===== config.mk =====
export PLATFORM = sky130hd
export DESIGN_NAME = btmx_step
export DESIGN_NICKNAME = d
export VERILOG_FILES = /design/src/hdl/btmx_pkg.sv /design/src/hdl/btmx_step.sv
export SDC_FILE = /design/constraint.sdc
export NUM_CORES = 1
export LEC_CHECK = 0
export BUFFER_PORTS_ARGS = -buffer_cell sky130_fd_sc_hd__buf_2
export CAP_MARGIN = 25
export CORE_MARGIN = 3
export CORE_UTILIZATION = 40
export DETAILED_ROUTE_END_ITERATION = 8
export PLACE_DENSITY = 0.81
export REMOVE_ABC_BUFFERS = 1
export SLEW_MARGIN = 20
export SYNTH_ARGS = -nofsm -noshare
export SYNTH_HDL_FRONTEND = slang
export SYNTH_SLANG_ARGS = --single-unit

===== constraint.sdc =====
create_clock -name vclk -period 2.1
set_clock_uncertainty 0.15 [all_clocks]
set_input_delay 0.21 -clock vclk [all_inputs]
set_output_delay 0.21 -clock vclk [all_outputs]
set_load 0.005 [all_outputs]

===== src/hdl/btmx_pkg.sv =====
// ----------------------------------------------------------------------------
// btmx_pkg
// Shared types and constants for the binary trie maximum-XOR block.
// ----------------------------------------------------------------------------
`default_nettype none

package btmx_pkg;

	localparam int VALUE_W  = 32;
	localparam int STATUS_W = 2;

	localparam logic CMD_INSERT = 1'b0;
	localparam logic CMD_QUERY  = 1'b1;

	typedef enum logic [STATUS_W-1:0] {
		ST_OK    = 2'd0,
		ST_EMPTY = 2'd1,
		ST_FULL  = 2'd2
	} status_t;

	typedef struct packed {
		logic alloc;
		logic hit;
		logic stop;
	} step_ctl_t;

endpackage

`default_nettype wire


===== src/hdl/btmx_step.sv =====
// ----------------------------------------------------------------------------
// btmx_step
// One trie level: picks the child to follow and decides on a node allocation.
// ----------------------------------------------------------------------------
`default_nettype none

module btmx_step #(
	parameter int NODE_W = 12
) (
	input  wire logic                       is_query,
	input  wire logic                       bit_in,
	input  wire logic [2*NODE_W-1:0]        links,
	input  wire logic [NODE_W-1:0]          free_node,
	output logic      [NODE_W-1:0]          next_node,
	output logic      [2*NODE_W-1:0]        new_links,
	output btmx_pkg::step_ctl_t             ctl
);

	logic [NODE_W-1:0] child0;
	logic [NODE_W-1:0] child1;
	logic [NODE_W-1:0] same;
	logic [NODE_W-1:0] flip;

	assign child0 = links[NODE_W-1:0];
	assign child1 = links[2*NODE_W-1:NODE_W];
	assign same   = bit_in ? child1 : child0;
	assign flip   = bit_in ? child0 : child1;

	always_comb begin
		ctl       = '0;
		next_node = same;
		new_links = links;
		if (is_query) begin
			if (flip != '0) begin
				ctl.hit   = 1'b1;
				next_node = flip;
			end else if (same == '0) begin
				ctl.stop = 1'b1;
			end
		end else if (same == '0) begin
			ctl.alloc = 1'b1;
			next_node = free_node;
			if (bit_in) begin
				new_links[2*NODE_W-1:NODE_W] = free_node;
			end else begin
				new_links[NODE_W-1:0] = free_node;
			end
		end
	end

endmodule

`default_nettype wire


# Word level (Yosys, flattened, before mapping)
# Cells that the tools add are included.
[classes]
mux = 14
reduce_logical = 2
[ops]
columns = ["cell", "n"]
rows = [
  ["$mux 12", 7],
  ["$mux 24", 2],
  ["$logic_not 12->1", 1],
  ["$reduce_bool 12->1", 1],
  ["$mux 1", 4],
  ["$mux 2", 1],
]
[word_totals]
reg_bits = 0
inputBits = 38
elab_cells = 16

# Longest topological paths before layout
# Gate-level depths: netlist (run 1).
[logic_depth]
word_depth = 5
mapped_depth = 7
ltp_nobuf = 5

# Least setup slack after synthesis (run 1)
# No wires, ideal clock.
[synth_timing]
kind = "input-to-output"
from = "in links[1]"
to = "out next_node[4]"
arrival_time_ps = 1638
t_required_ps = 1740
path_slack_ps = 102
stages = 6
n_path_buf = 1
path_cell_list = "or4_4 > nor3_4 > mux2i_2 > and2_4 > buf_6 > a211oi_2"
[synth_between]
elab_chain_cells = 4
elab_cells_between_ends = 7
classes_between = "mux (5); reduce/logical (2)"
[synth_rtl]
columns = ["item", "line", "source"]
rows = [
  ["start: declaration", "btmx_step.sv:12", "input wire logic [2*NODE_W-1:0] links,"],
  ["$mux 12, on equally long branches", "btmx_step.sv:26, btmx_step.sv:27", ""],
  ["$logic_not 12->1 or $reduce_bool 12->1 (tied branches)", "btmx_step.sv:40, btmx_step.sv:34", ""],
  ["$mux 12, on equally long branches", "btmx_step.sv:40, btmx_step.sv:34", ""],
  ["$mux 12 (*)", "btmx_step.sv:33", "if (is_query) begin"],
  ["end: declaration", "btmx_step.sv:14", "output logic [NODE_W-1:0] next_node,"],
]
# Mark *: on every way between the ends. The rest lies on a longest branch, timed or not.

# Worst setup path in the final report (run 1)
[layout_timing]
from = "in links[6]"
to = "out new_links[22]"
[layout_between]
elab_chain_cells = 4
[layout_rtl]
columns = ["item", "line", "source"]
rows = [
  ["$mux 12", "btmx_step.sv:26", "assign same = bit_in ? child1 : child0;"],
  ["$logic_not 12->1", "btmx_step.sv:40", "end else if (same == '0) begin"],
  ["$mux 24", "btmx_step.sv:40", ""],
  ["$mux 24", "btmx_step.sv:33", ""],
  ["end: declaration", "btmx_step.sv:15", "output logic [2*NODE_W-1:0] new_links,"],
]
# No other way between the ends.

==> impl_metrics.yaml, run 1 <==
outcome:
  status: "finished, violations left"
  violations: "negative setup slack"
global_route:
  antenna_found_initial: 0
  grt_overflow: 0
  grt_pass1_vias: 1393
  track_usage: 0.306
  grt_pass1_wl_mm: 6.48
  grt_max_degree: 16
worst_setup_path:
  path_delay_family: "simple AND/OR/NAND/NOR gates"
  cp_data_arrival_time_ns: 1.96
  cp-start-kind: "input pin"
  cp_max_fo: 8
  end_kind: "primary output"
  critical_path_class: "input pin to primary output"
  crit_chain: "buf_6, or4_4, nor3_4, mux2_4, and2_4, buf_6, a31o_1, buf_2"
  cp_num_buf_inv: 3
  worst_path_max_delay_cell: "or4_4"
  max_stage_delay_ns: 0.57
  cpMostUsedCell: "buf_6"
  crit_required_ns: 1.74
timing:
  whs_ns: 0.570
  tightest_slew_ns: 0.325
  rsz0062_at_grt: "true"
  period_needed_ns: 2.32
  slew_violations: 0
  setup_slack_ns: -0.225
  hold_viol: 0
  fmax_ghz: 0.430
  slew-limit-headroom: 0.781
  min_period_over_period: 1.11
  setup_viol: 26
routing:
  num_vias: 1494
  drcViolationCount: 0
  drt-vias-per-instance: 6.12
  wl_per_cell_microns: 17.9
  postRouteAntennaNets: 0
  first_iter_violations: 70
  first_pass_iters: 4
  totalWireLength_mm: 4.37
final_layout:
  diodes: 0
  final_area_sq_um: 1570
  design.seq.count: 0
  fin_util: 0.783
  seqCellArea_sq_um: 0
  nClkBuffers: 0
  layout-drive-gt1-share: 0.636
  nets: 257
  syn_to_final_growth_pct: 81.4
pwr:
  p_sw_uw: 144
  power.leakage_uw: 0.000881
  sw_frac_of_total: 0.494
  p_per_area_nw_per_um2: 186
  ir_drop_v: 0.000102
  p_int_uw: 147
  combPwrFrac: 1.000
  pwr-share-clk: 0
  pwr-share-seq: 0
cts:
  ctsHoldBuffers: 0
logic_synthesis:
  synth_area_leaders: "a21o_1 (23%), o22ai_1 (8.0%), a211oi_1 (6.1%)"
  yosys_warnings: 0
  synth_cells: 118
  yosysTopAreaCell: "a21o_1"
  synth_cell_type_count: 30
  synth_area_sq_um: 863
  ys_top_cells_by_count: "a21o_1 (26), o22ai_1 (11), nor3_1 (8)"
  synth_top_area_frac: 0.226
  avgSynthCellArea_sq_um: 7.32
  synth_most_common_cell: "a21o_1"
  seq_area_frac_synth: 0
place:
  dp.final_hpwl_mm: 3.09
  routabilityCongestion: 0.822
  place.port_buffers: 77
  placed_area_sq_um: 1460
  preCtsSetupSlack_ns: -0.178
flow_run:
  cap_violations: 0
hold_path:
  hold_path.class: "input pin to primary output"
  min_path_cells: 3
  hold_start: "free_node[9]"
  holdPathEnd: "new_links[21]"
floorplanning:
  die_area_sq_um: 2750
  die_height_microns: 52.5
  initial_utilization: 0.431
  core_sq_um: 2000
  ios: 77
  num_rows: 16
  fp.dieW_microns: 52.5
==> metrics by stage <==
| stage | cells | total power [uW] | setup TNS, ns |
|---|---|---|---|
| after floorplan | 109 | 113 | 0 |
| after global placement | 242 | 262 | -1.36 |
| after detailed placement | 242 | 270 | -2.52 |
| after CTS | 244 | 277 | -2.13 |
| after global routing | 244 | 312 | -5.89 |
| final | 244 | 291 | -4.66 |
==> per-layer routing <==
metal / track usage / vias up / share of wire
met3: 0.0114 / 24 / 0.090
met5: 0 / - / 0
met4: 0.132 / 0 / 0.056
met2: 0.543 / 106 / 0.47
li1: - / 679 / -
met1: 0.378 / 685 / 0.38
==> what timing repair did <==
action | 4_1_cts | 5_1_grt
endpoints found under the setup margin | 26 | 37
gates resized for setup | 13 | 6
endpoints found under the hold margin | 0 | 0
setup buffers | 2 | 0
cloned | 0 | 0
pin swaps | 25 | 8
==> power by group through the flow <==
stage	Sequential, uW	Clock [uW]	Combinational, uW
floorplan	0	0	113
global placement	0	0	262
detailed placement	0	0	270
CTS	0	0	277
global route	0	0	312
finish	0	0	291
==> logic make-up (layout without fill, tap and decap cells) <==
group | Yosys count | after routing | synth area share
buffers and inverters | 11 | 110 | 0.0681
AND/OR/NAND/NOR | 33 | 33 | 0.228
multiplexers | 10 | 10 | 0.132
AO/OA/AOI/OAI | 64 | 64 | 0.572
==> layout by cell type (no fill, tap or decap), types with 2 or more instances in the layout <==
cell,n
or4_4,3
and2_4,2
buf_4,26
a31o_1,2
nor4_2,3
a21oi_1,7
buf_2,75
mux2_2,4
a22o_1,4
a211oi_2,7
nor3_1,4
nor3_2,4
a211oi_1,4
nor2_1,4
nand2_1,7
a21o_1,26
o22ai_1,11
mux2i_1,4
and3_1,2
buf_6,6
==> worst max-delay path by stage <==
stage | endpoint | depth (start not counted) | start | slack (ns)
6_report | new_links[22] | 8 | links[6] | -0.22
3_5_place_dp | new_links[22] | 8 | links[1] | -0.18
5_1_grt | new_links[22] | 8 | links[6] | -0.28
3_3_place_gp | new_links[22] | 8 | links[1] | -0.12
4_1_cts | new_links[22] | 8 | links[11] | -0.11
2_1_floorplan | next_node[10] | 5 | links[1] | 0.04
==> area by class of cell <==
cell class	instances	area (sq um)
Fill cell	135	435
Tap cell	27	33.8
Inverter	2	7.51
Timing Repair Buffer	108	658
Multi-Input combinational cell	107	867
(Power assumes the default switching activity.)
==> run 2: changes to the inputs <==
--- a/config.mk
+++ b/config.mk
@@ -10,9 +10,8 @@
 export CORE_MARGIN = 3
 export CORE_UTILIZATION = 40
 export DETAILED_ROUTE_END_ITERATION = 8
-export PLACE_DENSITY = 0.81
+export PLACE_DENSITY_LB_ADDON = 0.08
 export REMOVE_ABC_BUFFERS = 1
-export SLEW_MARGIN = 20
 export SYNTH_ARGS = -nofsm -noshare
 export SYNTH_HDL_FRONTEND = slang
 export SYNTH_SLANG_ARGS = --single-unit
==> run 2 against run 1 <==
Against the previous run: the flow still finishes with violations (negative setup slack); final cell count rose by 1.6%; cell area increased by 2.9%; hold slack lost 0.0061 ns; maximum frequency is 4.8% higher; first-iteration DRC count fell by 39%; worst setup slack improved by 0.11 ns; global-route usage decreased by 4.3 points; non-clock buffer count rose by 4; power rose by 2.1%; wire length decreased by 9.7%; largest cell class unchanged.
==> impl_metrics.yaml, run 2 (synthesis results as in run 1) <==
outcome:
  status: "finished, violations left"
  violations: "negative setup slack"
final_layout:
  nClkBuffers: 0
  layout-drive-gt1-share: 0.638
  multiInputGateArea_sq_um: 870
  fillCellCount: 154
  syn_to_final_growth_pct: 86.7
  design.seq.count: 0
  final_area_sq_um: 1610
  final_common_cell: "buf_2"
  seqCellArea_sq_um: 0
  diodes: 0
  nets: 261
  layout.cells.most_common_list: "buf_2 (73), buf_4 (30), a21o_1 (26)"
global_route:
  antenna_found_initial: 0
  grt_pass1_wl_mm: 5.69
  grt_max_degree: 13
  grt_pass1_vias: 1280
  grt_overflow: 0
  track_usage: 0.264
floorplanning:
  ios: 77
  die_height_microns: 52.5
  core_sq_um: 2000
  fp.dieW_microns: 52.5
  initial_utilization: 0.431
  die_area_sq_um: 2750
  num_rows: 16
worst_setup_path:
  cp_data_arrival_time_ns: 1.86
  worst_path_max_delay_cell: "or4_4"
  critPathLaunch: "links[6]"
  crit_end: "next_node[10]"
  max_stage_delay_ns: 0.57
  critical_path_class: "input pin to primary output"
  crit_chain: "buf_6, or4_4, nor3_4, mux2_4, and2_4, buf_6, a22o_1, buf_2"
  cp_max_fo: 7
  cp-start-kind: "input pin"
  cpMostUsedCell: "buf_6"
  end_kind: "primary output"
  crit_required_ns: 1.74
place:
  place.port_buffers: 77
  routabilityCongestion: 0.851
  dp.final_hpwl_mm: 2.99
  preCtsSetupSlack_ns: -0.163
  placed_area_sq_um: 1490
routing:
  postRouteAntennaNets: 0
  dr_wl_met3_microns: 378
  wl_met2_mm: 1.99
  first_iter_violations: 43
  met1_length_mm: 1.58
  drcViolationCount: 0
  totalWireLength_mm: 3.95
  wl_per_cell_microns: 15.9
  highest_layer: "met3"
  drt-vias-per-instance: 5.91
  num_vias: 1465
  first_pass_iters: 4
pwr:
  power.leakage_uw: 0.000911
  p_per_area_nw_per_um2: 184
  p_int_uw: 155
  sw_frac_of_total: 0.478
  pwr-share-clk: 0
  ir_drop_v: 0.000110
  p_sw_uw: 142
  pwr-share-seq: 0
  combPwrFrac: 1.000
timing:
  setup_viol: 26
  setup_slack_ns: -0.118
  hold_viol: 0
  rsz0062_at_grt: "true"
  fin_tns_setup_ns: -2.01
  tightest_slew_ns: 0.371
  slew-limit-headroom: 0.750
  period_needed_ns: 2.22
  slew_violations: 0
  fmax_ghz: 0.451
  min_period_over_period: 1.06
flow_run:
  cap_violations: 0
hold_path:
  hold_path.class: "input pin to primary output"
## run 2: cell types whose count changed in the layout (fill, tap and decap cells not counted)
cell      delta
buf_2        -2
and3_2       -1
nor4_1       +2
and3_1       +1
buf_4        +4
buf_6        +2
a211oi_2     +2
nor3_2       -1
nor3_4       +1
a211oi_1     -2
nor4_2       -2
## run 2: cell type report
cell class	count	area share
inverters	2	0.00466
repair buffers	112	0.435
well taps	27	0.0210
multi-input cells	107	0.540
## run 2: repair_timing
item                                    in CTS  in global routing
hold buffers                                 0                  0
endpoints found under the setup margin      26                 37
pin swaps                                   28                  7
buffers inserted                             1                  1
resized for setup                           15                  6
## run 2: metal layers
metal	track usage	vias to the layer above
li1	-	687
met1	0.350	692
met2	0.471	86
met3	0.0171	0
met4	0.0340	0
met5	0	-
## run 2: power by group through the flow
stage / sequential, uW / combinational [uW] / clock [uW]
after floorplan: 0 / 113 / 0
after global placement: 0 / 268 / 0
after detailed placement: 0 / 277 / 0
after CTS: 0 / 284 / 0
after global routing: 0 / 320 / 0
final: 0 / 297 / 0
## run 2: worst max-delay path, delay by kind of cell
kind            cells  cell delay (ns)
compound gates      1             0.13
buf+inv             3             0.32
mux                 1             0.21
simple gates        3             0.98
## run 2: worst min path at each step
stage	from	endpoint	slack (ns)	cells after the start
finish	free_node[11]	new_links[23]	0.56	3
global route	links[12]	new_links[12]	0.58	3
CTS	links[1]	new_links[1]	0.56	3
detailed placement	free_node[11]	new_links[23]	0.56	3
global placement	links[1]	new_links[1]	0.55	3
floorplan	links[0]	new_links[0]	0.34	1
## run 2: stage by stage
step,power [uW],hold slack (ns),cells,util
2_1_floorplan,113,0.343,109,-
3_3_place_gp,268,0.551,246,0.745
3_5_place_dp,277,0.560,246,0.745
4_1_cts,284,0.562,247,0.784
5_1_grt,320,0.582,248,0.805
6_report,297,0.564,248,0.805
